==> config.mk <==
export PLATFORM = sky130hd
export DESIGN_NAME = dvc_sign_div
export DESIGN_NICKNAME = d
export VERILOG_FILES = /design/src/rtl/dvc_pkg.sv /design/src/rtl/dvc_sign_div.sv
export SDC_FILE = /design/constraint.sdc
export NUM_CORES = 1
export LEC_CHECK = 0
export BUFFER_PORTS_ARGS = -buffer_cell sky130_fd_sc_hd__buf_2
export CAP_MARGIN = 20
export CELL_PAD_IN_SITES_DETAIL_PLACEMENT = 1
export CELL_PAD_IN_SITES_GLOBAL_PLACEMENT = 1
export CORE_MARGIN = 5
export CORE_UTILIZATION = 50
export CTS_BUF_LIST = sky130_fd_sc_hd__clkbuf_8
export CTS_CLUSTER_DIAMETER = 50
export DETAILED_ROUTE_END_ITERATION = 6
export PLACE_DENSITY = 0.94
export SYNTH_ARGS = -nofsm -noshare
export SYNTH_HDL_FRONTEND = slang
export SYNTH_SLANG_ARGS = --single-unit
==> constraint.sdc <==
create_clock -name clk -period 35.8 [get_ports clk]
set_input_delay 5.37 -clock clk [delete_from_list [all_inputs] [get_ports clk]]
set_output_delay 5.37 -clock clk [all_outputs]
set_load 0.01 [all_outputs]
==> src/rtl/dvc_pkg.sv <==
// Shared types, widths and constants for the dead-time voltage compensator.
// No dependencies; used by every module of the block.
package dvc_pkg;

  localparam int DW      = 16;            // signed Q7.8 data width
  localparam int VW      = 15;            // unsigned Q7.8 bus / threshold width
  localparam int GW      = 16;            // Q0.16 gain width
  localparam int MW      = VW + GW;       // gain * bus magnitude
  localparam int SQ      = 15;            // smooth-sign quotient bits
  localparam int BPC     = 5;             // quotient bits per divider cycle
  localparam int DIV_CYC = SQ / BPC;
  localparam int CNT_W   = $clog2(DIV_CYC + 1);
  localparam int SW      = SQ + 2;        // smooth sign, signed, +-2^15
  localparam int TSW     = SW + 2;        // 3*s - sum, signed
  localparam int TW      = TSW - 1;       // |3*s - sum|
  localparam int PW      = MW + TW;       // m * |t| plus rounding
  localparam int YW      = PW - 31;       // product scaled down by 2^31
  localparam int RW      = 19;            // width of reciprocal of three
  localparam int RECIP_SH = 20;
  localparam int QW      = YW + RW - RECIP_SH;
  localparam int CFG_DW  = 16;
  localparam int CFG_AW  = 3;
  localparam int QDEPTH  = 4;
  localparam int QAW     = $clog2(QDEPTH);
  localparam int NPH     = 3;

  localparam logic [PW-1:0]        COMP_RND  = PW'(64'd3221225472); // 3 * 2^30
  localparam logic [RW-1:0]        RECIP3    = RW'(349526);         // ceil(2^20 / 3)
  localparam logic [DW-1:0]        RT3_RECIP = DW'(37837);          // Q0.16
  localparam logic signed [SW-1:0] SIGN_ONE  = SW'(32768);

  typedef enum logic [CFG_AW-1:0] {
    REG_MIN_BUS   = 3'd0,
    REG_GAIN_BASE = 3'd1,
    REG_GAIN_MAX  = 3'd2,
    REG_THRESHOLD = 3'd3,
    REG_SIGN_INV  = 3'd4
  } cfg_reg_t;

  typedef struct packed {
    logic [VW-1:0] min_bus_voltage;
    logic [GW-1:0] gain_base;
    logic [GW-1:0] gain_max;
    logic [VW-1:0] current_threshold;
    logic          sign_invert;
  } cfg_t;

  // per-phase current class: saturated sign, or |i| to be divided by threshold
  typedef struct packed {
    logic          neg;
    logic          sat;
    logic [VW-1:0] mag;
  } phase_cls_t;

  typedef struct packed {
    logic                      bypass;
    logic [MW-1:0]             mag_v;
    logic signed [DW-1:0]      alpha;
    logic signed [DW-1:0]      beta;
    phase_cls_t [NPH-1:0]      ph;
  } item_t;

  typedef struct packed {
    item_t                 item;
    logic [NPH-1:0][SQ-1:0] quot;
  } div_res_t;

endpackage

==> src/rtl/dvc_sign_div.sv <==
// Smooth-sign divider: |i| * 2^15 / threshold for three phases, restoring,
// several quotient bits per cycle. Depends on dvc_pkg.
module dvc_sign_div (
  input  logic                  clk,
  input  logic                  rst,
  input  logic [dvc_pkg::VW-1:0] threshold,
  input  logic                  q_nonempty,
  input  dvc_pkg::item_t        q_item,
  output logic                  pop,
  input  logic                  take,
  output logic                  res_valid,
  output dvc_pkg::div_res_t     res
);
  import dvc_pkg::*;

  typedef struct packed {
    logic [VW-1:0] rem;
    logic [SQ-1:0] quot;
  } div_st_t;

  logic             busy;
  logic [CNT_W-1:0] cnt;
  item_t            item;
  div_st_t          st      [NPH];
  div_st_t          st_next [NPH];

  function automatic div_st_t div_steps(input div_st_t s, input logic [VW-1:0] th);
    div_st_t      r;
    logic [VW:0]  r2;
    r = s;
    for (int b = 0; b < BPC; b++) begin
      r2 = {r.rem, 1'b0};
      if (r2 >= {1'b0, th}) begin
        r.rem  = VW'(r2 - {1'b0, th});
        r.quot = {r.quot[SQ-2:0], 1'b1};
      end else begin
        r.rem  = r2[VW-1:0];
        r.quot = {r.quot[SQ-2:0], 1'b0};
      end
    end
    return r;
  endfunction

  assign res_valid = busy && (cnt == CNT_W'(DIV_CYC));
  assign pop       = q_nonempty && (!busy || (res_valid && take));

  always_comb begin
    res.item = item;
    for (int p = 0; p < NPH; p++) begin
      st_next[p]  = div_steps(st[p], threshold);
      res.quot[p] = st[p].quot;
    end
  end

  always_ff @(posedge clk) begin
    if (rst) begin
      busy <= 1'b0;
      cnt  <= '0;
    end else if (pop) begin
      busy <= 1'b1;
      cnt  <= '0;
    end else if (res_valid && take) begin
      busy <= 1'b0;
    end else if (busy && !res_valid) begin
      cnt <= cnt + 1'b1;
    end
  end

  always_ff @(posedge clk) begin
    if (pop) begin
      item <= q_item;
      for (int p = 0; p < NPH; p++) begin
        st[p].rem  <= q_item.ph[p].mag;
        st[p].quot <= '0;
      end
    end else if (busy && !res_valid) begin
      for (int p = 0; p < NPH; p++) st[p] <= st_next[p];
    end
  end

endmodule

# Yosys cells after proc, flatten, opt, wreduce, memory -nomap -nowiden
# Memories as Yosys holds them, arrays and structs flattened.
# Index checks and enable logic that the tools add are counted.
# word_totals
input_bits	134
wordCells	87
memories	1
ff_bits	118
mem_bits_rw	90
out_inout_bits	162
# mem_list
memory	words	word_bits	rd	rd_clocked_by_memory_dff	wr	line_no	source
st	3	30	3	0	3	dvc_sign_div.sv:24	div_st_t st [NPH];
# classes
n_mux	25
bitwise	4
n_lt_le_gt_ge	15
eq_ne	1
add_sub_neg	16
n_reduce_logical	10
# op_table
op	n
$mux W30	18
$ge A16 B15 Y1	15
$sub A15 B15 Y15	15
$mux W1	7
$logic_and A1 B1 Y1	4
$or A1 B1 Y1	3
$add A2 B1 Y2 const B	1
$eq A2 B2 Y1 const B	1
$logic_not A1 Y1	2
$reduce_and A2 Y1	1
$reduce_bool A2 Y1	1
$reduce_or A2 Y1	1
$logic_or A1 B1 Y1	1
$not A1 Y1	1

# Logic depth before layout (Yosys ltp)
# An unclocked memory read counts as a cell.
# depth
ltp_word	12
mapped_depth	64
mapped_depth_nobuf	54

# Least setup slack after synthesis
# No wires, ideal clock.
# synth_path
path_kind	input to register
from	in threshold[0] (netlist name)
to	mem st[0][89] (netlist name), data pin
t_required_ns	35.530
arrival_ns	18.226
path_stages	58
path_buffers	11
setup_slack_ns	17.304
setup_time_ns	0.270
path_cell_list	buf_2 -> buf_2 -> buf_1 -> inv_1 -> clkbuf_1 -> fa_1 -> o21ai_0 -> a211oi_1 -> o211ai_1 -> and2_1 -> buf_2 -> buf_1 -> nor2_1 -> a21oi_1 -> inv_1 -> ha_1 -> or3_1 -> o211ai_1 -> [... 22 more ...] -> nand2_1 -> a32oi_4 -> buf_2 -> mux2_2 -> ha_1 -> a21o_1 -> a21oi_1 -> o21bai_1 -> a21oi_1 -> o21ai_0 -> a2111oi_0 -> nor3_1 -> a21oi_1 -> o221ai_2 -> a31oi_4 -> buf_6 -> mux2i_1 -> a21oi_1
# synth_rtl
element	line_no	source
start: declaration	dvc_sign_div.sv:6	input logic [dvc_pkg::VW-1:0] threshold,
end: declaration	dvc_sign_div.sv:24	

==> metrics.md <==
| Metric | Value |
|---|---|
| CP max-delay cell | nor4_1 |
| Final hold vios | 0 |
| Delay-heaviest family, CP | compound AO/OA/AOI/OAI gates |
| Critical path startpoint category | input port |
| Post-synth ARST share | 0 |
| Worst-skew pair later-pin latency | between 0.6 and 0.7 ns |
| Share of the synthesized area in the top cell type | 0.304 |
| Most common cell in the netlist | ha_1 |
| Initial core utilization | 0.508 |
| HPWL Detailed | 60400 um |
| Post-Syn Instances | 2250 |
| RSZ-0062 raised after global routing | no |
| Final non-filler cell total | 3067 |
| Post-route DRC violation count | 0 |
| Core ar. | 39900 um^2 |
| Setup repair bufs after CTS | 0 |
| Crit-path max FO | 46 |
| Largest net degree at the start of global routing | 118 |
| Cell mode on critical path | a21oi_1 |
| Top FF cell, synth | edfxtp_1 |
| Worst rel slew slack | 0.278 |
| Setup Crit Path Kind | in2reg |
| Vias in the first global route | 20648 |
| Wire per inst | between 20 and 30 um |
| Fin crit period | 20.80 ns |
| Commonest cells post-synth | 214 x ha_1, 205 x edfxtp_1, 201 x nor2_1, 194 x nand2_1, 173 x a21oi_1 |
| Worst reg-to-reg setup slack | 20.23 ns |
| Post-synth top area cell | edfxtp_1 |
| Placed insts | 2994 |
| Clock Root Buffer | clkbuf_8 |
| Count of cell types in the netlist | 85 |
| # clock sinks | 208 |
| Post-Syn Area | approximately 20000 um^2 |
| Num rows | 73 |
| Hold Crit Class | reg2reg |
| Period Utilization, post-route | 0.581 |
| Hold endpoint | st[0][37]$_SDFFCE_PN0P_ |
| EDFF count, synth | 205 |
| Yosys reg bits | 208 |
| First-pass GRT wire length | approximately 120000 um |
| Worst-Margin Slew | 1.08 ns |
| Final ANT Viol Nets | 0 |
| Drt initial violations | 1485 |
| Worst-path clk slew | 0.07 ns |
| Die height | around 210 um |
| Synth Net Count | between 2000 and 3000 |
| Max Fclk | between 40 and 50 MHz |
| Crit path largest cell delay | 0.70 ns |
| Tot GR Track Use | 0.341 |
| H-tree depth | 2 |
| Initial DRT Pass Iterations | 5 |
| Synth top area cells | edfxtp_1 30%, ha_1 13%, xnor2_1 4.7%, a21oi_1 4.3%, o21ai_0 3.8% |
| Fin Clk Skew | 0.0426 ns |
| Via count | 19682 |
| Die area | 44700 um^2 |
| R2r startpoint | st[0][87]$_DFFE_PP_ |
| # Max-Cap Violations | 0 |
| Io pins | 296 |
| Final Max Slew Viols | 0 |
| CTS tree | built |
| R2R cell count | 47 |
| Aggregate global routing overflow | 0 |
| # setup viols final | 0 |
| Syn. warnings | 0 |
| Routed vias/inst | 6.42 |
| Status | completed |
| Worst slack, placed | 14.93 ns |
| Mean Syn Cell Area | 9.01 um^2 |
| CTS max path bufs | 3 |
| Setup WS post-layout | 15.00 ns |
| RR Endpoint | st[0][89]$_DFFE_PP_ |
| Hold_sp | st[0][32]$_SDFFCE_PN0P_ |
| Post-Route WL | approximately 80000 um |
| Cells resized by post-CTS repair | 0 |
| PortBufs | 295 |
| Fraction of layout cells with a size suffix above 1 | 0.188 |
| Width of the chip | 211 um |
| NumNets Final | 2861 |
| CP arrival | between 20 and 25 ns |
| Total CTS buffers | 39 |
| Worst hold path stage count | 1 |
| Register area share after synthesis | 0.307 |
| Initial antenna violation count | 1 |
| Final GP Congestion | 0.997 |
| CP Capture Type | register |
| TNS Setup | 0 ns |
| CP Buf/Inv Count | 6 |
| CTS Hold Bufs | 0 |
| CP required | 36.13 ns |
| Layout area overhead | 12.8% |
-- cell families after synthesis --
kind of cell               Yosys count  synth area share
AOI/OAI and AO/OA                  659             0.212
xor gates and xnor gates           165            0.0713
adders and majority gates          217             0.135
buffers and inverters              175            0.0426
DFF                                208             0.307
muxes                              132            0.0691
and+or+nand+nor                    694             0.163
-- cells in the final DEF (no fill, tap or decap), types with 30 or more instances in the layout --
master,n
buf_2,295
ha_1,214
edfxtp_1,205
nor2_1,201
nand2_1,194
a21oi_1,173
o21ai_0,155
xnor2_1,109
inv_1,80
mux2i_1,73
a21o_1,63
mux2_2,57
xor2_1,56
and2_1,52
nand3_1,44
o21a_1,44
nor3_1,43
clkbuf_8,41
nand2b_1,40
buf_4,30
-- sequential cells by signal (all words and copies together), names as in the netlist --
name	flops
st	90
res	115
cnt	2
busy	1
-- stage by stage --
step / utilization / area (um^2) / hold slack [ns]
global placement: 0.553 / 22100 / 0.514
CTS: 0.573 / 22900 / 0.546
finish: 0.573 / 22900 / 0.532
global route: 0.573 / 22900 / 0.578
floorplan: - / 20300 / 0.499
detailed placement: 0.553 / 22100 / 0.546
-- layout make-up --
| cell class | count | area, um^2 |
|---|---|---|
| diodes | 2 | 5.00 |
| clock buffers | 41 | 564 |
| clock inverters | 30 | 219 |
| fillers | 4722 | 17100 |
| inverters | 68 | 255 |
| multi-input cells | 1867 | 13200 |
| flip-flops and latches | 208 | 6220 |
| well taps | 525 | 657 |
| repair buffers | 326 | 1720 |
-- routing by layer --
layer / track usage / share of wire
met5: 0 / 0
met4: 0.221 / 0.075
met3: 0.0720 / 0.083
met2: 0.589 / 0.48
met1: 0.381 / 0.37
-- worst max-delay path by stage --
stage                             from             endpoint  slack, ns  depth (start not counted)
after floorplan           threshold[0]  st[0][89]$_DFFE_PP_      17.30                         58
after global placement    threshold[0]  st[0][78]$_DFFE_PP_      15.47                         49
after detailed placement  threshold[0]  st[0][89]$_DFFE_PP_      14.93                         52
after CTS                 threshold[0]  st[0][78]$_DFFE_PP_      15.36                         51
after global routing      threshold[0]  st[0][78]$_DFFE_PP_      14.28                         51
final                     threshold[0]  st[0][89]$_DFFE_PP_      15.00                         51
Power is left out: the tool's default activity adds up to more than one toggle a clock period on the data nets, which glitch-free logic cannot reach.
