<file path="src/rtl/dvc_pkg.sv">
// Shared types, widths and constants for the dead-time voltage compensator.
// No dependencies; used by every module of the block.
package dvc_pkg;

  localparam int DW      = 16;            // signed Q7.8 data width
  localparam int VW      = 15;            // unsigned Q7.8 bus / threshold width
  localparam int GW      = 16;            // Q0.16 gain width
  localparam int MW      = VW + GW;       // gain * bus magnitude
  localparam int SQ      = 15;            // smooth-sign quotient bits
  localparam int BPC     = 5;             // quotient bits per divider cycle
  localparam int DIV_CYC = SQ / BPC;
  localparam int CNT_W   = $clog2(DIV_CYC + 1);
  localparam int SW      = SQ + 2;        // smooth sign, signed, +-2^15
  localparam int TSW     = SW + 2;        // 3*s - sum, signed
  localparam int TW      = TSW - 1;       // |3*s - sum|
  localparam int PW      = MW + TW;       // m * |t| plus rounding
  localparam int YW      = PW - 31;       // product scaled down by 2^31
  localparam int RW      = 19;            // width of reciprocal of three
  localparam int RECIP_SH = 20;
  localparam int QW      = YW + RW - RECIP_SH;
  localparam int CFG_DW  = 16;
  localparam int CFG_AW  = 3;
  localparam int QDEPTH  = 4;
  localparam int QAW     = $clog2(QDEPTH);
  localparam int NPH     = 3;

  localparam logic [PW-1:0]        COMP_RND  = PW'(64'd3221225472); // 3 * 2^30
  localparam logic [RW-1:0]        RECIP3    = RW'(349526);         // ceil(2^20 / 3)
  localparam logic [DW-1:0]        RT3_RECIP = DW'(37837);          // Q0.16
  localparam logic signed [SW-1:0] SIGN_ONE  = SW'(32768);

  typedef enum logic [CFG_AW-1:0] {
    REG_MIN_BUS   = 3'd0,
    REG_GAIN_BASE = 3'd1,
    REG_GAIN_MAX  = 3'd2,
    REG_THRESHOLD = 3'd3,
    REG_SIGN_INV  = 3'd4
  } cfg_reg_t;

  typedef struct packed {
    logic [VW-1:0] min_bus_voltage;
    logic [GW-1:0] gain_base;
    logic [GW-1:0] gain_max;
    logic [VW-1:0] current_threshold;
    logic          sign_invert;
  } cfg_t;

  // per-phase current class: saturated sign, or |i| to be divided by threshold
  typedef struct packed {
    logic          neg;
    logic          sat;
    logic [VW-1:0] mag;
  } phase_cls_t;

  typedef struct packed {
    logic                      bypass;
    logic [MW-1:0]             mag_v;
    logic signed [DW-1:0]      alpha;
    logic signed [DW-1:0]      beta;
    phase_cls_t [NPH-1:0]      ph;
  } item_t;

  typedef struct packed {
    item_t                 item;
    logic [NPH-1:0][SQ-1:0] quot;
  } div_res_t;

endpackage

</file>
<file path="src/rtl/dvc_queue.sv">
// Short FIFO between the classifying front end and the compute back end.
// Depends on dvc_pkg.
module dvc_queue (
  input  logic           clk,
  input  logic           rst,
  input  logic           push,
  input  dvc_pkg::item_t din,
  input  logic           pop,
  output logic           nonempty,
  output logic           full,
  output dvc_pkg::item_t dout
);
  import dvc_pkg::*;

  item_t          mem [QDEPTH];
  logic [QAW-1:0] wr_ptr;
  logic [QAW-1:0] rd_ptr;
  logic [QAW:0]   count;

  assign nonempty = (count != '0);
  assign full     = (count == (QAW+1)'(QDEPTH));
  assign dout     = mem[rd_ptr];

  always_ff @(posedge clk) begin
    if (rst) begin
      wr_ptr <= '0;
      rd_ptr <= '0;
      count  <= '0;
    end else begin
      if (push) wr_ptr <= wr_ptr + 1'b1;
      if (pop)  rd_ptr <= rd_ptr + 1'b1;
      if (push && !pop)      count <= count + 1'b1;
      else if (pop && !push) count <= count - 1'b1;
    end
  end

  always_ff @(posedge clk) begin
    if (push) mem[wr_ptr] <= din;
  end

endmodule

</file>
<file path="config.mk">
export PLATFORM = sky130hd
export DESIGN_NAME = dvc_queue
export DESIGN_NICKNAME = d
export VERILOG_FILES = /design/src/rtl/dvc_pkg.sv /design/src/rtl/dvc_queue.sv
export SDC_FILE = /design/constraint.sdc
export NUM_CORES = 1
export LEC_CHECK = 0
export BUFFER_PORTS_ARGS = -buffer_cell sky130_fd_sc_hd__buf_2
export CORE_MARGIN = 2
export CORE_UTILIZATION = 38
export DETAILED_ROUTE_END_ITERATION = 8
export GPL_ROUTABILITY_DRIVEN = 0
export PLACE_DENSITY = 0.67
export SYNTH_ARGS = -nofsm -noshare
export SYNTH_HDL_FRONTEND = slang
export SYNTH_SLANG_ARGS = --single-unit
</file>
<file path="constraint.sdc">
create_clock -name clk -period 3.92 [get_ports clk]
set_input_delay 0.392 -clock clk [delete_from_list [all_inputs] [get_ports clk]]
set_output_delay 0.392 -clock clk [all_outputs]
set_load 0.005 [all_outputs]
</file>
Word-level counts from Yosys, hierarchy flattened
Memories as Yosys holds them, arrays and structs flattened. A register that Yosys moved wholly into a read port is not among the register bits. Cells that the tools add are included. W data, S select, Z words.

Register bits: 7. Bits in latches: 0. Bits in writable memories: 460. Bits in read-only memories: 0. Input bits: 119. Output and inout bits: 117. Logic and storage cells: 21. Memories: 1.

Memories: mem (depth 4, width 115, rd ports 1, clocked after Yosys merged registers in 1, wr ports 1, RTL line dvc_queue.sv:15) `item_t mem [QDEPTH];`.

Add/sub/neg operators: 4. Multipliers: 0. Divide/modulo/power cells: 0. $lt $le $gt $ge: 0. Equality and inequality tests: 1. Shift-type cells: 0. Muxes and demuxes: 6. Bitwise gates (word level): 0. Reductions and logical operators: 6.

Operators with widths (number): $mux W3 (2); $add A2 B1 Y2 const B (2); $mux W2 (2); $add A3 B1 Y3 const B (1); $eq A3 B3 Y1 const B (1); $reduce_bool A3 Y1 (1); $sub A3 B1 Y3 const B (1); $logic_and A1 B1 Y1 (2); $logic_not A1 Y1 (2); $mux W1 (2); $reduce_bool A2 Y1 (1).

Logic depth before layout (Yosys ltp)
Gate-level depths: netlist of the first run.

Depth after elaboration: 4. Gate-level depth with buffers: 7. Gate-level depth less buffers: 7.

Worst setup path before layout of the first run
OpenSTA, ideal clock, no wires.

Path type: register to register. Start: register wr_ptr[0]. End: memory mem[0][0] in the netlist's numbering, enable pin. Library setup time: 0.487 ns. Data arrival time: 3.189 ns. Required time: 3.433 ns. Slack: 0.244 ns. Cell stages (with the launch flop): 4. Buffers on the path: 0. Period minus slack after synthesis: 3.676 ns. Path through: dfxtp_1 > inv_1 > ha_1 > and2_1.

RTL lines: from (decl) (RTL line dvc_queue.sv:16) `logic [QAW-1:0] wr_ptr;`; from (signal assigned) (RTL line dvc_queue.sv:30) `if (push) wr_ptr <= wr_ptr + 1'b1;`; to (decl) (RTL line dvc_queue.sv:15).

No word-level cell before the write port.

==> results list, run 1 <==
- Run status: finished, final reports clean
- The setup check on the worst reg-to-reg path leaves a slack of 1840 ps.
* Ratio of cells with drive above 1 in the final layout: 0.448
* Net switching fraction of the power: 0.211
* Beginning of the worst register-to-register path: wr_ptr[0]
- Leakage power figure: 6.89 nW
- Simple-Gate Fraction of Synth Area: 0.00442
* Number of antenna violations at the first check in global routing: 13
- Global routing usage summed across all routing layers: 0.142
- Congestion Overflow GR: 0
* Crit path arrival time: 2400 ps
* Starting Density: 0.384
- Final #Nets: 1059
- Pin count of the biggest net entering global routing: 72
- Timing would allow up to 359 MHz.
- Endpoint of the worst register-to-register path: mem[2][102]
- Sequential fraction of the synthesis area: 0.823
- Of the total power, combinational logic draws 0.087.
- Yosys reg bits: 469
- In this run, post-CTS hold repair placed 15 buffers.
* Setup repair after global routing missed its margin: false
* Count of antenna-violating nets left after detailed routing: 0
- Sort of element at the start of the critical path: flop
- CTS tree: yes
* Via count of the first global-routing pass: 8273
* Number of H-tree levels: 2
- Final count of negative-setup-slack endpoints: 0
* Area enclosed by the die boundary: 46400 sq um
- Internal power comes to 8.80 mW.
* Endpoint class of the critical path: primary output
- STA puts the critical path data required time at 3530 ps.
- The clock passes through at most 3 buffers.
- Routed wire length per instance: 20.9 um
* First-pass GRT wire length: 49600 um
* Clock skew after layout: 15.0 ps
* Total clock buffers created by CTS: 49
- In this run the clock root is driven by a clkbuf_16.
* Layout area overhead: 21.5%
- By area, the combinational part of the netlist is dominated by multiplexers.
* Clock Power Share: 0.390
- For this design the ratio of total power to cell area is 540 nW/um^2.
- Wires add up to 32800 um.
* HPWL after DPL: 19600 um
* Number of nets produced by synthesis: 770
- The die is 216 um wide.
* Final instance count without filler cells: 1570
- Synth Area in Compound Gates: 0.000589
- Adding up every negative setup slack in the final design gives 0 ps.
* Share of the cycle needed by the critical path after routing: 0.711
- Measured in cells, the most critical reg-to-reg path has a length of 4.
* Via count normalized by instance count: 4.91
- Clock Sink Count: 469
* Max-cap violations: 0
* Post-route worst hold slack: 36.2 ps
- The count of pins over their slew limit was 0.
* Initial detailed-routing violation count: 563
- Worst hold endpoint: mem[3][113]
- Hold Vio Cnt, Final: 0
* Post-synthesis share of cell area spent on full adders, half adders and majority gates: 0.00486
- The worst hold path begins at din[113].
- Once placement completed, the tool counted placed cells totaling 1460.
* Worst VDD drop: 320 uV
* I/O pin cnt: 236
* Final critical delay including setup and external delays: 2790 ps
- The first detailed-routing pass ran for 5 iterations.
* Die span in y: 216 um
* Worst Max-Slew Pin Slew: 789 ps
- Xor/xnor share of the synthesized area: 0.00258
* Switching power of the nets: 2.35 mW
* Class of the tightest hold or removal check: input pin to flop
- Total via count after detailed routing: 7710
- Of the post-synthesis cell area, the part taken by muxes is 0.154.
- Measured against its own limit, the worst slew margin works out to 0.474.
- After clock tree synthesis, the clock-pin slew on the worst setup and hold paths is 60 ps.
* PortBufs: 235
* Combined area of all synthesized cells: 17000 sq um
* Final routed DRC violation total: 0
- In this run the post-CTS setup repair buffer count came out at 0.
* Min-Delay Path Depth: 1
* Count of different cell masters after synthesis: 19
* Placeable core region: 44200 sq um
- Yosys printed 0 warnings.
* Latest clock arrival within the worst-skew pair: 560 ps
- Number of rows created at floorplan: 77
* Mapped Cells: 645
* PostCTS Resize Cnt: 0
- By startpoint and endpoint, the worst setup path is classified as flop to primary output.
- Averaged over all synthesized cells, the footprint is 26.4 sq um.
- Of all nets on the critical path, the largest fanout is 24.
- Of the total power, registers draw 0.524.
## power by group through the flow
| stage | clock (mW) | combinational [mW] | sequential (mW) |
|---|---|---|---|
| 2_1_floorplan | 0 | 0.550 | 5.93 |
| 3_3_place_gp | 0 | 0.974 | 5.94 |
| 3_5_place_dp | 0 | 0.981 | 5.95 |
| 4_1_cts | 4.48 | 0.997 | 5.85 |
| 5_1_grt | 4.67 | 1.05 | 5.86 |
| 6_report | 4.35 | 0.966 | 5.84 |
## worst max-delay path, stage by stage (launching register included)
cell and delay (ps):
dfxtp_4 680, buf_4 400, mux4_2 570, buf_2 160
## kinds of logic (layout without fill, tap and decap cells)
kind of cell	Yosys count	count (layout)
compound gates	2	2
xor+xnor	5	5
fa+ha+maj	6	6
buf+inv	31	356
flops	469	469
mux	117	117
other cells	0	8
simple gates	15	15
## flip-flops by register name (all words and copies together), names as in the netlist, named ones only
register  count
mem         460
wr_ptr        2
count         3
rd_ptr        2
## layout by cell type, fill, tap and decap left out, types with 5 or more instances in the layout
cell / n
buf_12: 7
buf_2: 235
buf_4: 8
clkbuf_1: 10
clkbuf_16: 51
clkinv_1: 13
clkinv_2: 7
dfxtp_1: 7
diode_2: 8
dlygate4sd3_1: 15
edfxtp_1: 460
ha_1: 5
mux4_2: 115
nor2_1: 7
## synthesized netlist by cell type
| master | number | share of area |
|---|---|---|
| edfxtp_1 | 460 | 0.81 |
| mux4_2 | 115 | 0.15 |
| buf_2 | 13 | 0.0038 |
| dfxtp_1 | 9 | 0.011 |
| buf_6 | 7 | 0.0046 |
| clkbuf_1 | 7 | 0.0015 |
| nor2_1 | 7 | 0.0015 |
| ha_1 | 5 | 0.0037 |
| and2_1 | 4 | 0.0015 |
| inv_1 | 4 | 0.00088 |
| xor2_1 | 3 | 0.0015 |
| mux2i_1 | 2 | 0.0012 |
| or3_1 | 2 | 0.00074 |
| xnor2_1 | 2 | 0.0010 |
| a21oi_1 | 1 | 0.00029 |
| fa_1 | 1 | 0.0012 |
| nand2_1 | 1 | 0.00022 |
| nor3b_1 | 1 | 0.00044 |
| o21ai_0 | 1 | 0.00029 |
## area by class of cell
| class | count | area, sq um |
|---|---|---|
| clock inverter | 26 | 199 |
| tap | 592 | 741 |
| multi-input combinational | 145 | 2830 |
| sequential | 469 | 14000 |
| fill | 3634 | 23600 |
| clock buffer | 61 | 1310 |
| timing repair buffer | 265 | 1530 |
| inverter | 4 | 15.0 |
| antenna | 8 | 20.0 |
## routing by layer
layer	track usage	routed length [um]	vias to the layer above
li1	-	-	3371
met4	0.0501	716	12
met5	0	70	-
met2	0.220	15700	260
met1	0.185	13500	4009
met3	0.0514	2800	58
## through the flow
| step | setup WS, ps | instance area (sq um) | utilization | total power [mW] |
|---|---|---|---|---|
| after floorplan | 244 | 17000 | - | 6.48 |
| after global placement | 1630 | 19000 | 0.429 | 6.91 |
| after detailed placement | 1620 | 19000 | 0.429 | 6.93 |
| after CTS | 983 | 20600 | 0.466 | 11.3 |
| after global routing | 881 | 20600 | 0.467 | 11.6 |
| final | 1130 | 20600 | 0.467 | 11.2 |
## worst max-delay path by stage
stage	from	endpoint	cells after the start
floorplan	wr_ptr[0]	mem[0][0]	3
global placement	flop	dout[63]	3
detailed placement	flop	dout[63]	3
CTS	flop	dout[63]	3
global route	flop	dout[63]	3
finish	flop	dout[63]	3
(Power assumes the default switching activity.)
==> run 2, diff against run 1 <==
Settings changed: PLACE_DENSITY 0.67 to 0.65.
Clock period 3.92 ns to 2.7 ns, I/O delays scaled along.
==> results list, run 2 (synthesis results as in run 1) <==
- Run status: finished, final reports clean
* Global routing usage summed across all routing layers: 0.144
* Worst Path Max Fanout: 39
* Total Negative Setup Slacks: 0 ps
- Post-placement cell count: 1460
* Post-route core utilization: 0.493
- Counting every sink on the clock net gives 469.
- Worst VDD drop: 574 uV
- The initial antenna violation count came to 2.
- In the final layout, the share of cells above drive strength 1 is 0.414.
- Starting Density: 0.384
- Total routed wirelength: 33200 um
- Die span in y: 216 um
- Hold Vio Cnt, Final: 0
- The first global-routing pass estimated 51100 um of wire.
- Via count normalized by instance count: 4.83
- Along the worst hold path, the cell count comes to 3.
- For this design the top-level I/O count stands at 236.
- Setup repair after global routing left no endpoint under its margin.
- mem holds more flip-flops than any other register.
* Via count of the first global-routing pass: 8724
- The critical path is of the flop to primary output type.
- Entering global routing, the biggest net connects 73 pins.
* Combined area of the multi-input logic cells: 2830 sq um
- Area enclosed by the die boundary: 46400 sq um
- After clock tree synthesis, the clock-pin slew on the worst setup and hold paths is 60 ps.
- Placeable core region: 44200 sq um
- In the final routed layout, each cell accounts on average for 19.9 um.
- Measured along the x axis, the die boundary spans 216 um.
* Power density cells: 771 nW/um^2
- Fmax: 427 MHz
* Fillcell total: 3579
- Clock tree root driver cell: clkbuf_16
- Final #Nets: 1160
- Clock skew after layout: 14.8 ps
- The H-tree was split into 2 levels.
- Summed over all cells, the static leakage comes to 7.39 nW.
* Max FFs per register: 460
- For the finished layout, the period the worst path requires is 2340 ps.
* Clk buf depth: 3
* CTS tree: yes
* Final instance count without filler cells: 1665
- The worst setup path is launched from a flop.
- Compared with the post-synthesis result, the final layout area differs by 28.3%.
- Pre-Repair DR Iteration Count: 4
- Post-route worst hold slack: 27.4 ps
* Share of the cycle needed by the critical path after routing: 0.867
- Worst Max-Slew Pin Slew: 686 ps
- Final count of negative-setup-slack endpoints: 0
* Max-cap violations: 0
* Headroom to the max-slew limit: 0.543
- Worst Reg2Reg Path Length in Cells: 4
- Data arrives at the worst endpoint at 2070 ps.
- Register cell area after layout: 14000 sq um
- HPWL after DPL: 18800 um
- Latest clock arrival within the worst-skew pair: 560 ps
* Total clock buffers created by CTS: 49
- Required @ worst endpoint: 2430 ps
- Endpoint class of the critical path: primary output
* Congestion Overflow GR: 0
* PostCTS Resize Cnt: 0
- Row generation in the floorplan step produced 77 rows.
* Largest registers in the final layout: mem x460, count x3
- The top cell types in the final layout, fill and taps aside, are edfxtp_1, buf_2, dlygate4sd3_1, mux4_2, clkbuf_16.
* Initial detailed-routing violation count: 547
* Final routed DRC violation total: 0
- For this block, the via count after detailed routing is 8035.
- Class of the tightest hold or removal check: input pin to flop
- The count of pins over their slew limit came to 0.
- The count of nets left with antenna violations once routing finished came out at 0.
* PortBufs: 235
- The library cell used most frequently in the layout, excluding fill and tap cells, is edfxtp_1.
run 2: cell count changes in the layout (fill, tap and decap cells not counted), moves of 4 or more:
cell,previous run,this run
dlygate4sd3_1,15,116
diode_2,8,1
bufinv_16,3,9
clkbuf_1,10,4
clkinv_2,7,12
buf_12,7,11
buf_4,8,4
run 2: metrics by stage:
step	instance area [sq um]	total power, mW	worst slack [ps]
floorplan	17000	9.38	300
global placement	19000	10.0	932
detailed placement	19000	10.1	920
CTS	21800	17.1	299
global route	21800	17.5	243
finish	21800	16.8	359
run 2: worst paths after layout:
check	start	slack, ps	endpoint
setup / recovery	flop	360	dout[111]
hold / removal	pop	30	rd_ptr[0]
setup reg to reg	wr_ptr[0]	980	mem[2][58]
hold reg to reg	count[2]	500	count[2]
run 2: critical path: stages, from the launching register on:
cell and delay [ps]:
dfxtp_4 390, buf_12 320, mux4_2 600, buf_2 160
run 2: cell type report:
cell class,count,area share
clock buffers,53,0.0569
repair buffers,366,0.119
inverters,4,0.000688
well taps,592,0.0340
diodes,1,0.000115
clock inverters,35,0.0181
multi-input cells,145,0.130
flip-flops and latches,469,0.642
run 2: repair_timing:
action | in CTS | in global routing
hold endpoints to repair | 469 | 0
buffers inserted | 0 | 0
hold buffers | 116 | 0
run 2: per-layer routing:
metal / track usage / up-vias / routed length [um]
met5: 0 / - / 8
met4: 0.0389 / 2 / 629
met3: 0.0458 / 47 / 2390
met2: 0.230 / 252 / 15800
met1: 0.193 / 4174 / 14400
li1: - / 3560 / -
run 2: report_power, final:
| group | switching, mW | internal, mW | total, mW |
|---|---|---|---|
| logic | 0.769 | 0.810 | 1.58 |
| registers | 0.0789 | 8.37 | 8.44 |
| clock network | 2.64 | 4.16 | 6.80 |
