### src/rtl/dvc_pkg.sv
// Shared types, widths and constants for the dead-time voltage compensator.
// No dependencies; used by every module of the block.
package dvc_pkg;

  localparam int DW      = 16;            // signed Q7.8 data width
  localparam int VW      = 15;            // unsigned Q7.8 bus / threshold width
  localparam int GW      = 16;            // Q0.16 gain width
  localparam int MW      = VW + GW;       // gain * bus magnitude
  localparam int SQ      = 15;            // smooth-sign quotient bits
  localparam int BPC     = 5;             // quotient bits per divider cycle
  localparam int DIV_CYC = SQ / BPC;
  localparam int CNT_W   = $clog2(DIV_CYC + 1);
  localparam int SW      = SQ + 2;        // smooth sign, signed, +-2^15
  localparam int TSW     = SW + 2;        // 3*s - sum, signed
  localparam int TW      = TSW - 1;       // |3*s - sum|
  localparam int PW      = MW + TW;       // m * |t| plus rounding
  localparam int YW      = PW - 31;       // product scaled down by 2^31
  localparam int RW      = 19;            // width of reciprocal of three
  localparam int RECIP_SH = 20;
  localparam int QW      = YW + RW - RECIP_SH;
  localparam int CFG_DW  = 16;
  localparam int CFG_AW  = 3;
  localparam int QDEPTH  = 4;
  localparam int QAW     = $clog2(QDEPTH);
  localparam int NPH     = 3;

  localparam logic [PW-1:0]        COMP_RND  = PW'(64'd3221225472); // 3 * 2^30
  localparam logic [RW-1:0]        RECIP3    = RW'(349526);         // ceil(2^20 / 3)
  localparam logic [DW-1:0]        RT3_RECIP = DW'(37837);          // Q0.16
  localparam logic signed [SW-1:0] SIGN_ONE  = SW'(32768);

  typedef enum logic [CFG_AW-1:0] {
    REG_MIN_BUS   = 3'd0,
    REG_GAIN_BASE = 3'd1,
    REG_GAIN_MAX  = 3'd2,
    REG_THRESHOLD = 3'd3,
    REG_SIGN_INV  = 3'd4
  } cfg_reg_t;

  typedef struct packed {
    logic [VW-1:0] min_bus_voltage;
    logic [GW-1:0] gain_base;
    logic [GW-1:0] gain_max;
    logic [VW-1:0] current_threshold;
    logic          sign_invert;
  } cfg_t;

  // per-phase current class: saturated sign, or |i| to be divided by threshold
  typedef struct packed {
    logic          neg;
    logic          sat;
    logic [VW-1:0] mag;
  } phase_cls_t;

  typedef struct packed {
    logic                      bypass;
    logic [MW-1:0]             mag_v;
    logic signed [DW-1:0]      alpha;
    logic signed [DW-1:0]      beta;
    phase_cls_t [NPH-1:0]      ph;
  } item_t;

  typedef struct packed {
    item_t                 item;
    logic [NPH-1:0][SQ-1:0] quot;
  } div_res_t;

endpackage

### src/rtl/dvc_front.sv
// Front end: takes a sample, decides bypass, forms gain*bus and classifies
// each phase current for the smooth sign. Depends on dvc_pkg.
module dvc_front (
  input  logic                        in_valid,
  output logic                        in_stall,
  input  logic [dvc_pkg::VW-1:0]      bus_voltage,
  input  logic signed [dvc_pkg::DW-1:0] current_u,
  input  logic signed [dvc_pkg::DW-1:0] current_v,
  input  logic signed [dvc_pkg::DW-1:0] current_w,
  input  logic signed [dvc_pkg::DW-1:0] alpha_in,
  input  logic signed [dvc_pkg::DW-1:0] beta_in,
  input  dvc_pkg::cfg_t               cfg,
  input  logic                        q_full,
  output logic                        push,
  output dvc_pkg::item_t              item
);
  import dvc_pkg::*;

  logic [GW-1:0]        gain;
  logic signed [DW-1:0] cur [NPH];
  logic [DW-1:0]        absi [NPH];

  assign in_stall = q_full;
  assign push     = in_valid && !q_full;
  assign cur[0]   = current_u;
  assign cur[1]   = current_v;
  assign cur[2]   = current_w;

  always_comb begin
    gain = (cfg.gain_base < cfg.gain_max) ? cfg.gain_base : cfg.gain_max;
    item.bypass = (bus_voltage < cfg.min_bus_voltage) || (gain == '0);
    item.mag_v  = MW'(gain) * MW'(bus_voltage);
    item.alpha  = alpha_in;
    item.beta   = beta_in;
    for (int p = 0; p < NPH; p++) begin
      absi[p] = cur[p][DW-1] ? DW'(-cur[p]) : DW'(cur[p]);
      item.ph[p].neg = cur[p][DW-1];
      // zero threshold: hard sign, anything nonzero saturates
      item.ph[p].sat = (cfg.current_threshold == '0) ? (cur[p] != '0)
                     : (absi[p] >= {1'b0, cfg.current_threshold});
      item.ph[p].mag = absi[p][VW-1:0];
    end
  end

endmodule

### config.mk
export PLATFORM = sky130hd
export DESIGN_NAME = dvc_front
export DESIGN_NICKNAME = d
export VERILOG_FILES = /design/src/rtl/dvc_pkg.sv /design/src/rtl/dvc_front.sv
export SDC_FILE = /design/constraint.sdc
export NUM_CORES = 1
export LEC_CHECK = 0
export ABC_AREA = 1
export BUFFER_PORTS_ARGS = -buffer_cell sky130_fd_sc_hd__buf_2
export CELL_PAD_IN_SITES_DETAIL_PLACEMENT = 0
export CELL_PAD_IN_SITES_GLOBAL_PLACEMENT = 1
export CORE_ASPECT_RATIO = 1.25
export CORE_MARGIN = 10
export CORE_UTILIZATION = 37
export DETAILED_ROUTE_END_ITERATION = 7
export MAX_ROUTING_LAYER = met4
export PLACE_DENSITY = 0.87
export SKIP_LAST_GASP = 1
export SLEW_MARGIN = 20
export SYNTH_ARGS = -nofsm -noshare
export SYNTH_HDL_FRONTEND = slang
export SYNTH_SLANG_ARGS = --single-unit
### constraint.sdc
create_clock -name vclk -period 9.3
set_clock_uncertainty 0.15 [all_clocks]
set_input_delay 1.395 -clock vclk [all_inputs]
set_output_delay 1.395 -clock vclk [all_outputs]
set_load 0.02 [all_outputs]
=== Word level (Yosys, flattened, before mapping) ===
Cells that the tools add are included.

* Bits of input ports: 160
* Logic and storage cells: 24
* Flip-flop bits (word level): 0

* $lt $le $gt $ge: 5
* Multiplexer cells: 7
* $add $sub $neg: 3
* Reduce and logical (&&, ||, !) cells: 8
* Multipliers: 1

{| class="wikitable"
|+ Operator list
! cell !! count
|-
| $mux 16 || 4
|-
| $ge 16x15->1 || 3
|-
| $neg 16->16 || 3
|-
| $reduce_bool 16->1 || 3
|-
| $mul 16x15->31 || 1
|-
| $logic_not 16->1 || 1
|-
| $lt 16x16->1 || 1
|-
| $logic_not 15->1 || 1
|-
| $lt 15x15->1 || 1
|-
| $mux 1 || 3
|-
| $logic_and 1x1->1 || 1
|-
| $logic_not 1->1 || 1
|-
| $logic_or 1x1->1 || 1
|}

=== Logic depth before layout (Yosys ltp) ===
Gate-level depths: netlist of the first run.

* Depth after elaboration: 4
* Depth in mapped cells: 37
* Depth with buffers taken out: 36

=== Worst setup path before layout of the first run ===
OpenSTA, ideal clock, no wires.

* Path kind: input-to-output
* From: in cfg[27] (netlist name)
* To: out item[112] (netlist name)
* Data arrival time: 7.613 ns
* Cell stages on the path: 34
* Path buffers: 1
* Path slack: 0.142 ns
* Cells stage by stage: inv_1 ha_1 nand2_1 inv_2 nand3_1 a31oi_2 nor2_4 nand2_4 buf_12 nand2_2 nand2_2 inv_2 nor2_1 fa_1 inv_1 fa_1 inv_1 fa_1 inv_1 fa_1 inv_1 fa_1 inv_1 fa_1 inv_1 ha_1 a21o_1 a21boi_0 o21ai_0 nor2_1 o21bai_1 nand2_1 nand2_1 xor2_1

{| class="wikitable"
|+ RTL lines
! item !! RTL line !! text
|-
| start: declaration || dvc_front.sv:12 || <nowiki>input dvc_pkg::cfg_t cfg,</nowiki>
|-
| end: declaration || dvc_front.sv:15 || <nowiki>output dvc_pkg::item_t item</nowiki>
|}

==> impl_metrics.yaml, run 1 <==
route:
  wire_per_inst_um: 16.78
  detailedRoute.firstIterationViolations: 480
  first_pass_iters: 5
  drt-total-wl_mm: 37.97
  final_antenna_net_count: 0
  post_drt_via_cell_ratio: 4.940
  detailroute.via_count: 11180
  drc_violations: 0
floorplanning:
  die_area_mm2: 0.03766
  die_h_um: 214.5
  io_pins: 277
  die_x_um: 175.6
  core.rowCount: 71
  starting_density_of_the_core_pct: 37.39
  core_area_mm2: 0.02994
sta:
  worstMarginPinSlew_ps: 685.5
  finalWorstPathRequiredPeriod_ps: 9345
  hold_slack_ps: 2640
  hold_viol: 0
  timing.final.max_slew_violations: 0
  achievable-frequency_mhz: 107.0
  finalCritPeriodShare_pct: 100.5
  max_slew_margin_pct: 54.25
  setup-violations-final: 5
  setup_tns_ps: -92.04
  setup_ws_final_ps: -44.76
  rsz0062_at_grt: "true"
synth:
  post_synth_instance_area_mm2: 0.01119
  post_synth_inst_count: 1526
  yosysMostFrequentCell: "sky130_fd_sc_hd__inv_1"
  synth_sequential_area_ratio_pct: 0
  synth_area_per_cell_um2: 7.336
  netlist_top_cells_count: "sky130_fd_sc_hd__inv_1 (350), sky130_fd_sc_hd__nand2_1 (232), sky130_fd_sc_hd__nor2_1 (213), sky130_fd_sc_hd__fa_1 (180), sky130_fd_sc_hd__ha_1 (172)"
  netlist.top_cell.by_area: "sky130_fd_sc_hd__fa_1"
  synth_largest_type_area_fraction_pct: 32.19
  synth.yosys.warnings: 0
  mappedNetlistNets: 2038
  synth_area_leaders: "sky130_fd_sc_hd__fa_1 (32%), sky130_fd_sc_hd__ha_1 (19%), sky130_fd_sc_hd__inv_1 (12%)"
  yosys.cell_types.count: 46
setup_path:
  critPathSlowestCell: "sky130_fd_sc_hd__fa_2"
  startpoint_kind_of_the_worst_setup_timing_path: "input pin"
  critPathRequiredTime_ps: 7760
  cp_max_fo: 5
  max_stage_delay_ps: 600
  arrival_ps: 7800
  critPathKind: "in -> out"
  worstSetupEndpointType: "output pin"
grt:
  grt_first_pass_wirelength_mm: 60.04
  grt_max_degree: 16
  antenna_found_initial: 4
  grt_pass1_vias: 12483
  globalRouteOverflowTotal: 0
  gr-usage-all-layers_pct: 20.01
cells_and_area:
  drive_gt1_share_pct: 33.58
  layout.clock_buffers: 0
  layout-area-overhead-vs-synth_pct: 36.36
  final-seq-area_um2: 0
  num-nets-final: 2372
  design.seq.count: 0
  stdcell_count: 2263
  fillers: 2801
place:
  place.gp.congestion: 0.9511
  io_buffers: 212
  final_hpwl_dp_mm: 32.18
  dp.cells: 2210
  dp_slack_ps: -505.9
clock_tree:
  cts-hold-fix-buffers: 0
outcome:
  failed_checks: "setup timing"
  run_status: "finished with violations"
run:
  max_cap_viol_count: 0
min_path:
  min-delay-path-class: "in -> out"
layout make-up:
type | instances | area (um2) | share of cell area [%]
antenna | 4 | 10.01 | 0.06557
inverter | 363 | 1414 | 9.262
multi-input combinational | 1103 | 10520 | 68.93
tap | 401 | 501.7 | 3.287
timing repair buffer | 392 | 2816 | 18.45
cell usage in the layout (no fill, tap or decap), drive strengths merged:
master	n
nor3	15
a221oi	1
o31ai	1
nand3	32
o211ai	2
clkinvlp	4
or4	1
nand2	255
xnor2	25
a21oi	74
or2	3
a21o	4
a31oi	2
xor2	41
nand4	14
o21bai	6
ha	172
buf	391
o21ai	34
inv	352
diode	4
nand3b	1
nor4	7
clkbuf	1
o21a	6
fa	180
o311ai	1
a21boi	3
or3	1
nor3b	1
o221ai	1
clkinv	7
nor2	217
a211oi	3
per-layer routing:
metal	wire [um]	global-route usage (%)	up-vias	share of wire (%)
met4	2043	8.435	0	5.4
li1	-	-	5264	-
met1	13100	19.59	5419	35
met3	2060	2.766	110	5.4
met2	20770	38.19	387	55
met5	0	-	-	0
worst paths after layout:
check                 slack (ps)         to        from  cells after the start
worst min-delay path        2640   item[55]  beta_in[4]                      0
worst max-delay path         -40  item[110]     cfg[47]                     30
cells by family (layout without fill, tap and decap cells):
logic type,after synthesis,in the layout,share of synthesized area (%)
other,0,4,0
buffers and inverters,425,755,15.92
AND/OR/NAND/NOR,545,547,20.47
adder cells (fa/ha/maj),352,352,51.41
XOR/XNOR,66,66,5.164
AO/OA/AOI/OAI,138,138,7.042
critical path: cells and delay by family:
kind | cells | cell delay, ps
xor+xnor | 1 | 170
simple gates | 9 | 980
buf+inv | 11 | 1350
compound gates | 1 | 170
fa+ha+maj | 8 | 3730
per-stage QoR:
step           utilization (%)  area (um2)
6_report                 50.99       15260
5_1_grt                  50.99       15260
4_1_cts                  47.11       14100
3_5_place_dp             44.63       13360
3_3_place_gp             44.63       13360
2_1_floorplan                -       11190
what timing repair did:
| action | 4_1_cts | 5_1_grt |
|---|---|---|
| pin swaps | 75 | 94 |
| gates resized for setup | 135 | 227 |
| endpoints found under the hold margin | 0 | 0 |
| setup buffers | 18 | 32 |
| gates cloned | 2 | 2 |
| endpoints found under the setup margin | 18 | 21 |
Power of run 1 is not shown: default switching activity piles up to over one toggle a cycle in this logic, so the estimate is an artifact.
==> run 2: changes to the inputs <==
- CELL_PAD_IN_SITES_DETAIL_PLACEMENT: 0 -> unset
- CELL_PAD_IN_SITES_GLOBAL_PLACEMENT: 1 -> unset
- CORE_UTILIZATION: 37 -> 50
- PLACE_DENSITY: 0.87 -> 0.85
==> run 2 against run 1 <==
Compared with the run above:
- the run still ends with setup timing left
- hold slack unchanged
- sequential share of layout area unchanged
- non-clock buffer count decreased by 20
- die area decreased by 23%
- flip-flop and latch count unchanged
- design area decreased by 5.8%
- utilization increased by 14 points
- clock-buffer cell count unchanged
- routed wire length increased by 5.8%
- largest cell class unchanged
==> impl_metrics.yaml, run 2 (synthesis results as in run 1) <==
sta:
  timing.final.max_slew_violations: 0
  max_slew_margin_pct: 52.63
  finalCritPeriodShare_pct: 103.2
  achievable-frequency_mhz: 104.2
  rsz0062_at_grt: "true"
  setup-violations-final: 16
  finalWorstPathRequiredPeriod_ps: 9593
  hold_slack_ps: 2640
  setup_ws_final_ps: -293.5
  worstMarginPinSlew_ps: 709.8
  hold_viol: 0
grt:
  gr-usage-all-layers_pct: 25.87
  grt_pass1_vias: 12607
  grt_max_degree: 17
  globalRouteOverflowTotal: 0
  antenna_found_initial: 3
  grt_first_pass_wirelength_mm: 60.22
min_path:
  min-delay-path-class: "in -> out"
  hold-path-cell-count: 0
cells_and_area:
  num-nets-final: 2350
  layout.clock_buffers: 0
  layout_common_cells: "sky130_fd_sc_hd__inv_1 (314), sky130_fd_sc_hd__nand2_1 (219), sky130_fd_sc_hd__nor2_1 (192)"
  layout-area-overhead-vs-synth_pct: 28.42
  design.seq.count: 0
  stdcell_count: 2123
  fillers: 1733
  layout.cells.most_common: "sky130_fd_sc_hd__inv_1"
  final-seq-area_um2: 0
  drive_gt1_share_pct: 30.01
floorplanning:
  core.rowCount: 61
  starting_density_of_the_core_pct: 50.58
  io_pins: 277
  die_x_um: 153.8
  core_area_mm2: 0.02213
  die_h_um: 187.3
  die_area_mm2: 0.02881
outcome:
  failed_checks: "setup timing"
  run_status: "finished with violations"
place:
  dp_slack_ps: -389.0
  place.gp.congestion: 0.9851
  final_hpwl_dp_mm: 31.36
  io_buffers: 212
  dp.cells: 2078
route:
  wire_per_inst_um: 18.92
  post_drt_via_cell_ratio: 5.536
  first_pass_iters: 6
  final_antenna_net_count: 0
  detailroute.via_count: 11752
  detailedRoute.firstIterationViolations: 717
  drt-total-wl_mm: 40.16
  drc_violations: 0
setup_path:
  timing.critical_path.mode_cell: "sky130_fd_sc_hd__fa_1"
  critPathRequiredTime_ps: 7760
  startpoint_kind_of_the_worst_setup_timing_path: "input pin"
  critPathSlowestCell: "sky130_fd_sc_hd__fa_1"
  cp_max_fo: 7
  critPathKind: "in -> out"
  arrival_ps: 8050
  max_stage_delay_ps: 570
  worstSetupEndpointType: "output pin"
clock_tree:
  cts-hold-fix-buffers: 0
run:
  max_cap_viol_count: 0
-- run 2: changes by cell type in the layout (fill, tap and decap cells not counted), sizes merged --
| cell | delta |
|---|---|
| clkbuf | -1 |
| clkinvlp | +2 |
| buf | -19 |
| clkinv | +1 |
| nand2 | -2 |
| inv | -3 |
-- run 2: layout make-up --
cell class / count / area [um2] / share of cell area (%)
multi-input combinational: 1101 / 10120 / 70.42
timing repair buffer: 372 / 2484 / 17.28
inverter: 363 / 1405 / 9.774
tap: 283 / 354.1 / 2.463
antenna: 4 / 10.01 / 0.06963
-- run 2: worst paths after layout --
path              startpoint  endpoint  slack [ps]
setup / recovery     cfg[31]  item[96]        -290
hold / removal    beta_in[7]  item[58]        2640
-- run 2: worst max-delay path: cells and delay by family --
| kind | cells | cell delay [ps] |
|---|---|---|
| AOI/OAI and AO/OA | 4 | 610 |
| xor gates and xnor gates | 1 | 240 |
| adders and majority gates | 8 | 3700 |
| buffers and inverters | 16 | 1570 |
| and+or+nand+nor | 5 | 520 |
-- run 2: per-stage QoR --
stage | TNS, ps | cell area, um2 | utilization, %
after floorplan | 0 | 11190 | -
after global placement | -2416 | 13110 | 59.23
after detailed placement | -4001 | 13110 | 59.23
after CTS | -19.01 | 13750 | 62.11
after global routing | -5729 | 14370 | 64.94
final | -2470 | 14380 | 64.95
-- run 2: repair_timing --
action,in CTS,in global routing
gates resized for setup,104,136
endpoints found under the setup margin,18,22
buffers inserted,31,12
pin swaps,71,79
-- run 2: per-layer routing --
metal | share of wire, % | track usage [%]
met1 | 32 | 24.11
met2 | 53 | 49.78
met3 | 7.4 | 3.267
met4 | 7.6 | 13.61
met5 | 0 | -
Power of run 2 is left out for the same reason.
==> run 3: changes to the inputs <==
- BUFFER_PORTS_ARGS: -buffer_cell sky130_fd_sc_hd__buf_2 -> unset
- DONT_BUFFER_PORTS: unset -> 1
- PLACE_DENSITY: 0.85 -> 0.71
- clock period: 9.3 -> 11.3 ns (I/O delays scaled with it)
==> run 3 against run 2 <==
Compared with the run above:
- largest cell class unchanged
- the run now ends clean
- clock-buffer cell count unchanged
- utilization decreased by 14 points
- critical path depth decreased by 5
- first-iteration DRC count decreased by 38%
- flip-flop and latch count unchanged
- hold slack improved by 600 ps
- worst setup slack improved by 910 ps
- final cell count decreased by 17%
==> impl_metrics.yaml, run 3 (synthesis results as in run 1) <==
outcome:
  run_status: "finished, final reports clean"
place:
  dp_slack_ps: 619.3
  placed_cell_area_mm2: 0.01117
  place.gp.congestion: 0.9265
  final_hpwl_dp_mm: 28.39
  io_buffers: 0
setup_path:
  startpoint_kind_of_the_worst_setup_timing_path: "input pin"
  cp_max_fo: 17
  critPathKind: "in -> out"
  critPathRequiredTime_ps: 9460
  arrival_ps: 8840
  worstSetupEndpointType: "output pin"
  critPathSlowestCell: "sky130_fd_sc_hd__fa_1"
  max_stage_delay_ps: 570
sta:
  worstMarginPinSlew_ps: 807.0
  finalCritPeriodShare_pct: 94.58
  rsz0062_at_grt: "false"
  finalWorstPathRequiredPeriod_ps: 10690
  hold_viol: 0
  achievable-frequency_mhz: 93.57
  setup-violations-final: 0
  setup_ws_final_ps: 612.6
  setup_tns_ps: 0
  max_slew_margin_pct: 45.63
  timing.final.max_slew_violations: 0
cells_and_area:
  final_cell_area_mm2: 0.01117
  n_antenna_cell: 0
  drive_gt1_share_pct: 2.721
  layout-area-overhead-vs-synth_pct: -0.1785
  layout_common_cells: "sky130_fd_sc_hd__inv_1 (350), sky130_fd_sc_hd__nand2_1 (232), sky130_fd_sc_hd__nor2_1 (213)"
  layout.cells.most_common: "sky130_fd_sc_hd__inv_1"
  final-seq-area_um2: 0
  design.seq.count: 0
  layout.clock_buffers: 0
  num-nets-final: 1984
run:
  max_cap_viol_count: 0
min_path:
  min-delay-path-class: "in -> out"
  hold-path-cell-count: 0
grt:
  globalRouteOverflowTotal: 0
  grt_first_pass_wirelength_mm: 52.47
  grt_util_met3_pct: 5.475
  gr-usage-all-layers_pct: 22.82
  grt.met1_usage_pct: 20.99
  antenna_found_initial: 0
  grt_pass1_vias: 10383
  grt.busiest_layer: "met2"
  grtUsageMet2_pct: 44.09
  grt_max_degree: 18
floorplanning:
  starting_density_of_the_core_pct: 50.58
  io_pins: 277
  core_area_mm2: 0.02213
  core.rowCount: 61
  die_area_mm2: 0.02881
  die_h_um: 187.3
  die_x_um: 153.8
route:
  detailedRoute.firstIterationViolations: 444
  drc_violations: 0
  post_drt_via_cell_ratio: 5.379
  first_pass_iters: 5
  drt-total-wl_mm: 31.92
  final_antenna_net_count: 0
  detailroute.via_count: 9430
  wire_per_inst_um: 18.21
clock_tree:
  cts-hold-fix-buffers: 0
  postCtsSetupRepairBufs: 0
  cts_resized: 0
-- run 3: final timing paths --
check                      start   endpoint
worst max-delay path     cfg[27]  item[106]
worst min-delay path  beta_in[2]   item[53]
-- run 3: final cells by class --
| type | instances | area [um2] |
|---|---|---|
| Fill cell | 2230 | 10960 |
| Multi-Input combinational cell | 1101 | 9413 |
| Inverter | 363 | 1363 |
| Tap cell | 283 | 354.1 |
| Timing Repair Buffer | 6 | 45.04 |
-- run 3: routing by layer --
layer / part of all wire [%] / up-vias
met1: 32 / 4541
met4: 4.8 / 0
met2: 56 / 331
met5: 0 / -
li1: - / 4482
met3: 7.9 / 76
-- run 3: stage by stage --
step / hold slack, ps / instances / utilization (%)
after floorplan: 3320 / 1526 / -
after global placement: 3240 / 1753 / 50.49
after detailed placement: 3240 / 1753 / 50.49
after CTS: 3240 / 1753 / 50.49
after global routing: 3240 / 1753 / 50.49
final: 3240 / 1753 / 50.49
-- run 3: worst max-delay path, delay by kind of cell --
kind	cells	cell delay, ps
buffers and inverters	7	600
adders and majority gates	8	3840
AOI/OAI and AO/OA	5	950
xor gates and xnor gates	1	450
and+or+nand+nor	8	1290
Power of run 3 is left out for the same reason.
